## config.mk

```make
export PLATFORM = sky130hd
export DESIGN_NAME = lcc_ctrl
export DESIGN_NICKNAME = d
export VERILOG_FILES = /design/src/lcc_pkg.sv /design/src/lcc_ctrl.sv
export SDC_FILE = /design/constraint.sdc
export NUM_CORES = 1
export LEC_CHECK = 0
export BUFFER_PORTS_ARGS = -buffer_cell sky130_fd_sc_hd__buf_2
export CAP_MARGIN = 20
export CORE_AREA = 5 5 42 44
export DETAILED_ROUTE_END_ITERATION = 16
export DIE_AREA = 0 0 47 49
export RECOVER_POWER = 25
export SLEW_MARGIN = 20
export SYNTH_ARGS = -nofsm -noshare
export SYNTH_HDL_FRONTEND = slang
export SYNTH_SLANG_ARGS = --single-unit
export TNS_END_PERCENT = 5
```

## constraint.sdc

```tcl
create_clock -name clk_i -period 1.05 [get_ports clk_i]
set_input_delay 0.1575 -clock clk_i [delete_from_list [all_inputs] [get_ports clk_i]]
set_output_delay 0.1575 -clock clk_i [all_outputs]
set_load 0.03 [all_outputs]
```

## src/lcc_pkg.sv

```systemverilog
// Package: sizes, command/status structs and controller state for the LRU cache.
`timescale 1ns / 1ps
package lcc_pkg;
  localparam int NumLines  = 8;
  localparam int LineBytes = 4;
  localparam int MemBytes  = 16384;
  localparam int LineW     = $clog2(NumLines);
  localparam int OffW      = $clog2(LineBytes);
  localparam int AddrW     = $clog2(MemBytes);
  localparam int TagW      = AddrW - OffW;
  localparam int DataW     = LineBytes > 1 ? $clog2(NumLines * LineBytes) : 1;
  localparam int CostW     = 10;

  localparam logic [1:0] CfgCacheRd = 2'd0;
  localparam logic [1:0] CfgCacheWr = 2'd1;
  localparam logic [1:0] CfgMemRd   = 2'd2;
  localparam logic [1:0] CfgMemWr   = 2'd3;

  typedef enum logic [2:0] {
    StIdle, StLookup, StWback, StFill, StFillLast, StRead, StDone
  } state_e;

  // controller -> datapath
  typedef struct packed {
    logic capture;    // latch request, start lookup
    logic resolve;    // register hit line / victim
    logic wb_step;    // copy one line byte to memory
    logic fill_rd;    // issue memory read for fill byte
    logic fill_wr;    // store returned fill byte into line
    logic rd_issue;   // read addressed byte / do write action
    logic finish;     // present result
  } cmd_t;

  // datapath -> controller
  typedef struct packed {
    logic is_write;
    logic hit;
    logic victim_dirty;
    logic last_byte;
  } sts_t;
endpackage

```

## src/lcc_ctrl.sv

```systemverilog
// Controller: sequences lookup, write-back, fill and result for one request.
`timescale 1ns / 1ps
module lcc_ctrl (
  input  logic          clk_i,
  input  logic          rst_ni,
  input  logic          start,
  output logic          busy,
  output logic          done_o,
  input  lcc_pkg::sts_t sts_i,
  output lcc_pkg::cmd_t cmd_o
);
  lcc_pkg::state_e state_q, state_d;

  always_ff @(posedge clk_i or negedge rst_ni) begin
    if (!rst_ni) state_q <= lcc_pkg::StIdle;
    else state_q <= state_d;
  end

  always_comb begin
    state_d = state_q;
    case (state_q)
      lcc_pkg::StIdle:   if (start) state_d = lcc_pkg::StLookup;
      lcc_pkg::StLookup: begin
        if (sts_i.is_write || sts_i.hit) state_d = lcc_pkg::StRead;
        else if (sts_i.victim_dirty) state_d = lcc_pkg::StWback;
        else state_d = lcc_pkg::StFill;
      end
      lcc_pkg::StWback:  if (sts_i.last_byte) state_d = lcc_pkg::StFill;
      lcc_pkg::StFill:   state_d = lcc_pkg::StFillLast;
      lcc_pkg::StFillLast: state_d = sts_i.last_byte ? lcc_pkg::StRead : lcc_pkg::StFill;
      lcc_pkg::StRead:   state_d = lcc_pkg::StDone;
      lcc_pkg::StDone:   state_d = lcc_pkg::StIdle;
      default:           state_d = lcc_pkg::StIdle;
    endcase
  end

  always_comb begin
    cmd_o = '0;
    cmd_o.capture  = state_q == lcc_pkg::StIdle && start;
    cmd_o.resolve  = state_q == lcc_pkg::StLookup;
    cmd_o.wb_step  = state_q == lcc_pkg::StWback;
    cmd_o.fill_rd  = state_q == lcc_pkg::StFill;
    cmd_o.fill_wr  = state_q == lcc_pkg::StFillLast;
    cmd_o.rd_issue = state_q == lcc_pkg::StRead;
    cmd_o.finish   = state_q == lcc_pkg::StDone;
  end

  assign busy   = state_q != lcc_pkg::StIdle;
  assign done_o = state_q == lcc_pkg::StDone;

  one_cmd_a: assert property (@(posedge clk_i) disable iff (!rst_ni)
    $onehot0({cmd_o.resolve, cmd_o.wb_step, cmd_o.fill_rd, cmd_o.fill_wr,
              cmd_o.rd_issue, cmd_o.finish}))
    else $error("overlapping commands");
  accept_idle_a: assert property (@(posedge clk_i) disable iff (!rst_ni)
    cmd_o.capture |=> cmd_o.resolve)
    else $error("accepted request skipped lookup");
  finish_after_read_a: assert property (@(posedge clk_i) disable iff (!rst_ni)
    cmd_o.finish |-> $past(cmd_o.rd_issue))
    else $error("result without read step");
endmodule

```

Word level (Yosys, flattened, before mapping)
Index checks and enable logic that the tools add are counted.
Widths: inputs -> output; s select.
{"block": "classes", "n_addsub": 0, "mul": 0, "div_mod_pow": 0, "order_cmp": 0, "n_eq_ne": 8, "shift": 0, "muxes": 6, "bitwise_logic": 0, "n_reduce_logical": 5}
{"cell": "$pmux 3 s6", "n": 1}
{"cell": "$mux 3", "n": 4}
{"cell": "$eq 3x3->1 const B", "n": 3}
{"cell": "$eq 3x2->1 const B", "n": 2}
{"cell": "$ne 2x2->1 const B", "n": 2}
{"cell": "$eq 3x1->1 const B", "n": 1}
{"cell": "$logic_not 3->1", "n": 1}
{"cell": "$reduce_bool 3->1", "n": 1}
{"cell": "$reduce_and 2->1", "n": 1}
{"cell": "$logic_and 1x1->1", "n": 1}
{"cell": "$logic_or 1x1->1", "n": 1}
{"cell": "$mux 1", "n": 1}
{"block": "totals", "regBits": 3, "latchBits": 0, "ramBits": 0, "rom_bits": 0, "in_bits": 7, "output_inout_bits": 9, "word_cells": 20, "n_memories": 0}

Depth between registers and ports, before layout
Gate-level depths: netlist (run 1).
{"block": "logic_depth", "ltp_word": 3, "depth_mapped": 4, "mapped_depth_nobuf": 3}

Worst setup path after synthesis (run 1)
No wires, ideal clock.
{"block": "synth_path", "kind": "register -> output", "from": "register state_q[1]", "to": "output cmd_o[0] (netlist bit)", "arrival_ns": 1.316, "t_required_ns": 0.892, "setup_slack_ns": -0.423, "path_stages_with_launch": 5, "n_path_buf": 2, "path_cell_list": "dfrtp_1 -> buf_2 -> nand2_1 -> nor2_1 -> buf_4"}
{"block": "synth_between", "elab_chain_len": 1}
{"element": "start: declaration", "line": "lcc_ctrl.sv:12", "source": "lcc_pkg::state_e state_q, state_d;"}
{"element": "start signal: assignment", "line": "lcc_ctrl.sv:15", "source": "if (!rst_ni) state_q <= lcc_pkg::StIdle;"}
{"element": "start signal: assignment", "line": "lcc_ctrl.sv:16", "source": "else state_q <= state_d;"}
{"element": "$eq 3x3->1"}
{"element": "end: declaration", "line": "lcc_ctrl.sv:10", "source": "output lcc_pkg::cmd_t cmd_o"}
No other way between the ends.

==> impl_metrics.json, run 1 <==
{
  "worst_pin_slew_ns": 0.226,
  "period_minus_slack_ns": 1.37,
  "grt_usage_pct": 6.91,
  "n_antenna_cell": 0,
  "clkPwrFrac_pct": 12.4,
  "status": "finished with violations",
  "vdd_drop_max_mv": 0.923,
  "p_leak_nw": 0.222,
  "synth_top_area_share_pct": 29.3,
  "dpl.hpwl_microns": 517,
  "grt_pass1_vias": 274,
  "numCtsBuffers": 3,
  "cts-root-buf": "clkbuf_4",
  "p_sw_share_pct": 44.5,
  "synth_xor_area_share_pct": 0,
  "hold_path_class": "input pin to flop",
  "die_area_sq_um": 2300,
  "fin_hold_ws_ns": 0.212,
  "ant_nets": 0,
  "cts_tree": "done",
  "ioPinCount": 16,
  "cts.path.max_buffers": 2,
  "hold_violations": 0,
  "seq_area_frac_synth_pct": 29.3,
  "synth.most_common_cell": "nor2_1",
  "cts.sinks": 3,
  "totalWireLength_microns": 672,
  "endpoint_kind": "output pin",
  "tns_ns": -2.38,
  "avgSynthCellArea_sq_um": 8.84,
  "utilization_pct": 33.8,
  "insertion_delay_ns": 0.23,
  "worstSetupPathType": "flop to output pin",
  "port_buffers": 15,
  "die_w_microns": 47,
  "pwr-share-comb_pct": 74.3,
  "top_register": "state_q",
  "cap_violations": 0,
  "synthSimpleGateAreaFrac_pct": 43.4,
  "synth.area.top_cells": "dfrtp_1 29%, and3b_2 7.8%, nor3b_4 7.3%",
  "rsz0062_at_grt": "true",
  "initialDrtViolationCount": 1,
  "synth_compound_area_share_pct": 14.6,
  "synth_top_family_by_area": "simple AND/OR/NAND/NOR gates",
  "start_kind": "flop",
  "synth_nets": 36,
  "grt_max_degree": 10,
  "cp.arrival_ns": 1.21,
  "setup_slack_ns": -0.322,
  "drc": 0,
  "crit_fanout": 2,
  "yosys.area.top_type": "dfrtp_1",
  "ys_seq_elements": 3,
  "yosysWarnings": 0,
  "drive_gt1_share_pct": 66.7,
  "synth_edf_count": 0,
  "top_regs": "state_q: 3 flops",
  "coreArea_sq_um": 1400,
  "grt_antenna_before_repair": 0,
  "globalplace.congestion": 0.719,
  "initial_core_util_pct": 18.3,
  "async_flop_share_pct": 100,
  "fin_crit_sh_pct": 131,
  "path_clk_slew_ns": 0.04,
  "num_rows": 14,
  "route.vias.total": 286,
  "syn_area_sq_um": 256,
  "setup_viol": 10,
  "drt_pass1_iterations": 2,
  "nets": 59,
  "largest_reg_flops": 3,
  "p_int_mw": 0.889,
  "p_per_area_nw_per_um2": 3380,
  "seqPwrFrac_pct": 13.3,
  "grt_pass1_wl_microns": 1080,
  "power_mw": 1.60,
  "rr_worst_depth": 4,
  "maxSlewViolCount": 0,
  "synth-main-ff-cell": "dfrtp_1",
  "fin_cells": 67,
  "yosys-top-cells-count": "4 x nor2_1, 3 x dfrtp_1, 2 x and3b_2, 2 x buf_2, 2 x nor3_1",
  "fin_worst_skew_ns": 0.00177,
  "area_delta_synth_final_pct": 84.9,
  "slew_headroom_pct": 84.9,
  "synthesis.instances": 29,
  "grt-ovfl-total": 0,
  "post_drt_wl_per_cell_microns": 10.0,
  "via_per_inst": 4.27,
  "dieHeight_microns": 49,
  "htree_levels": 1,
  "timing.fmax_ghz": 0.729,
  "dpl.cell_count": 61,
  "synthAdderAreaFrac_pct": 0,
  "failed_checks": "setup timing",
  "synth_cell_types": 21,
  "synthMuxAreaShare_pct": 0,
  "required_ns": 0.89,
  "switching_power_mw": 0.712,
  "min_path_cells": 2
}
## routing by layer
metal  vias to the layer above  routed length, microns  track usage [%]
met2                        13                     300             9.05
li1                        143                       -                -
met5                         -                       0                0
met3                         4                      80             2.58
met1                       126                     256             7.28
met4                         0                      34             8.29
## power groups by stage
stage / logic [mW] / registers [mW] / clock network (mW)
after floorplan: 0.755 / 0.203 / 0
after global placement: 0.990 / 0.211 / 0
after detailed placement: 0.994 / 0.212 / 0
after CTS: 1.18 / 0.213 / 0.204
after global routing: 1.28 / 0.221 / 0.219
final: 1.19 / 0.213 / 0.199
## through the flow
step	cell area (sq um)	setup slack, ns
2_1_floorplan	269	-0.264
3_3_place_gp	373	-0.124
5_1_grt	474	-0.364
6_report	474	-0.322
4_1_cts	464	-0.327
3_5_place_dp	373	-0.132
## critical path, cell delays in order (launching register included)
cell and delay (ns):
dfrtp_1 0.37, or3_4 0.40, nor2_4 0.09, buf_6 0.13
## final cells by class
cell class | count | area [sq um]
repair buffers | 22 | 171
inverters | 1 | 3.75
clock buffers | 4 | 26.3
multi-input cells | 21 | 178
flip-flops and latches | 3 | 75.1
fillers | 161 | 927
well taps | 16 | 20.0
## cells by family after synthesis
kind of cell | Yosys count
compound gates | 5
simple gates | 16
flops | 3
buf+inv | 5
## layout by cell type, fill, tap and decap left out, drive strengths merged
master       count
a21boi           1
a22oi            1
a311o            1
and2             1
and3b            2
buf             20
clkbuf           5
dfrtp            3
dlygate4sd3      1
inv              1
nand2            1
nand2b           1
nor2             5
nor3             2
nor3b            2
nor4             1
o21ai            1
o21bai           1
or3              1
## path summary, 6_finish.rpt
path                                         from                endpoint  slack, ns
hold reg to reg            state_q[1]$_DFFE_PN0P_  state_q[1]$_DFFE_PN0P_       0.64
setup reg to reg           state_q[0]$_DFFE_PN0P_  state_q[0]$_DFFE_PN0P_      -0.12
min in group asynchronous                  rst_ni  state_q[2]$_DFFE_PN0P_       0.27
setup / recovery           state_q[2]$_DFFE_PN0P_                cmd_o[6]      -0.32
hold / removal                           sts_i[0]  state_q[0]$_DFFE_PN0P_       0.21
max in group asynchronous                  rst_ni  state_q[0]$_DFFE_PN0P_       0.63
## timing repair
item / in CTS / in global routing
setup endpoints to repair: 11 / 12
pin swaps: 2 / 1
resized for setup: 16 / 2
setup buffers: 1 / 0
gates cloned: 0 / 0
hold buffers: 1 / 0
endpoints found under the hold margin: 3 / 0
Note: power is estimated with default switching activity, not from simulation.
==> run 2: changes to the inputs <==
--- a/config.mk
+++ b/config.mk
@@ -11,6 +11,7 @@
 export DETAILED_ROUTE_END_ITERATION = 16
 export DIE_AREA = 0 0 47 49
 export RECOVER_POWER = 25
+export SKIP_CTS_REPAIR_TIMING = 1
 export SLEW_MARGIN = 20
 export SYNTH_ARGS = -nofsm -noshare
 export SYNTH_HDL_FRONTEND = slang
==> run 2 against run 1 <==
The run still ends with setup timing left. Sequential cell count stayed put. Register-to-register slack got worse by 0.02 ns. Via count unchanged. Final cell count stayed put. Largest power group unchanged. Clock power hardly changed. Sequential share of layout area did not move. Largest cell class unchanged. Combinational power about the same.
==> impl_metrics.json, run 2 (synthesis results as in run 1) <==
{
  "status": "finished with violations",
  "failed_checks": "setup timing",
  "required_ns": 0.89,
  "top_register": "state_q",
  "dieHeight_microns": 49,
  "hold_path_class": "input pin to flop",
  "largest_reg_flops": 3,
  "fin_cells": 67,
  "grt_pass1_vias": 252,
  "period_minus_slack_ns": 1.37,
  "hold_violations": 0,
  "totalWireLength_microns": 716,
  "cts.sinks": 3,
  "n_antenna_cell": 0,
  "port_buffers": 15,
  "top_regs": "state_q: 3 flops",
  "cp.arrival_ns": 1.21,
  "die_area_sq_um": 2300,
  "p_leak_nw": 0.222,
  "route.vias.total": 286,
  "utilization_pct": 33.8,
  "p_per_area_nw_per_um2": 3410,
  "rr_worst_depth": 4,
  "cap_violations": 0,
  "fin_worst_skew_ns": 0.000138,
  "timing.fmax_ghz": 0.729,
  "start_kind": "flop",
  "initialDrtViolationCount": 0,
  "die_w_microns": 47,
  "grt-ovfl-total": 0,
  "endpoint_kind": "output pin",
  "drive_gt1_share_pct": 66.7,
  "coreArea_sq_um": 1400,
  "cts_tree": "done",
  "setup_slack_ns": -0.322,
  "cts.path.max_buffers": 2,
  "post_drt_wl_per_cell_microns": 10.7,
  "ant_nets": 0,
  "slew_headroom_pct": 85.7,
  "setup_viol": 10,
  "dpl_cell_area_sq_um": 373,
  "grt_max_degree": 10,
  "drc": 0,
  "via_per_inst": 4.27,
  "grt_antenna_before_repair": 0,
  "htree_levels": 1,
  "dpl.hpwl_microns": 517,
  "numCtsBuffers": 3,
  "num_rows": 14,
  "cts-root-buf": "clkbuf_4",
  "grt_pass1_wl_microns": 1010,
  "fin_crit_sh_pct": 131,
  "initial_core_util_pct": 18.3,
  "nets": 59,
  "area_delta_synth_final_pct": 84.9,
  "design_area_sq_um": 474,
  "insertion_delay_ns": 0.23,
  "min_path_cells": 2,
  "layout_common_cells": "8 x buf_4, 6 x buf_2, 6 x buf_6",
  "vdd_drop_max_mv": 0.859,
  "nFillCells": 162,
  "crit_fanout": 3,
  "grt_usage_pct": 6.63,
  "maxSlewViolCount": 0,
  "rsz0062_at_grt": "true",
  "drt_pass1_iterations": 1,
  "ioPinCount": 16,
  "globalplace.congestion": 0.719,
  "worst_pin_slew_ns": 0.213,
  "final_common_cell": "buf_4",
  "dpl.cell_count": 61,
  "path_clk_slew_ns": 0.04,
  "worstSetupPathType": "flop to output pin"
}
## run 2: metal layers
metal	up-vias	GRT usage [%]	wire length (microns)	share of wire, %
li1	144	-	-	-
met1	129	6.62	266	37
met2	11	8.82	342	48
met3	2	2.58	82	11
met4	0	8.29	25	3.5
met5	-	0	0	0
## run 2: critical path, stage by stage, from the launching register on
cell and delay [ns]:
dfrtp_1 0.38, or3_4 0.39, nor2_4 0.09, buf_6 0.13
## run 2: layout make-up
class,instances,area (sq um),area share [%]
clock buffer,4,26.3,5.54
inverter,1,3.75,0.792
multi-input combinational,21,178,37.5
sequential,3,75.1,15.8
tap,16,20.0,4.22
timing repair buffer,22,171,36.1
## run 2: worst paths after layout
kind	from	end	slack [ns]
worst max-delay path	state_q[0]$_DFFE_PN0P_	cmd_o[6]	-0.32
worst min-delay path	sts_i[0]	state_q[0]$_DFFE_PN0P_	0.23
worst max register to register	state_q[0]$_DFFE_PN0P_	state_q[0]$_DFFE_PN0P_	-0.14
worst min register to register	state_q[1]$_DFFE_PN0P_	state_q[1]$_DFFE_PN0P_	0.65
max in group asynchronous	rst_ni	state_q[1]$_DFFE_PN0P_	0.63
min in group asynchronous	rst_ni	state_q[2]$_DFFE_PN0P_	0.27
## run 2: report_power, final
group / total (mW) / internal (mW) / switching (mW) / leakage (nW)
logic: 1.21 / 0.573 / 0.632 / 0.170
clock network: 0.198 / 0.142 / 0.0559 / 0.0150
registers: 0.214 / 0.174 / 0.0396 / 0.0370
total: 1.62 / 0.889 / 0.728 / 0.222
## run 2: stage by stage
step / worst slack, ns / power [mW] / setup TNS, ns / hold WS (ns)
3_3_place_gp: -0.124 / 1.20 / -0.509 / -0.0452
3_5_place_dp: -0.132 / 1.21 / -0.580 / -0.0444
4_1_cts: -0.377 / 1.41 / -2.80 / -0.287
2_1_floorplan: -0.264 / 0.958 / -1.14 / -0.138
6_report: -0.322 / 1.62 / -2.42 / 0.227
5_1_grt: -0.371 / 1.73 / -3.04 / 0.232
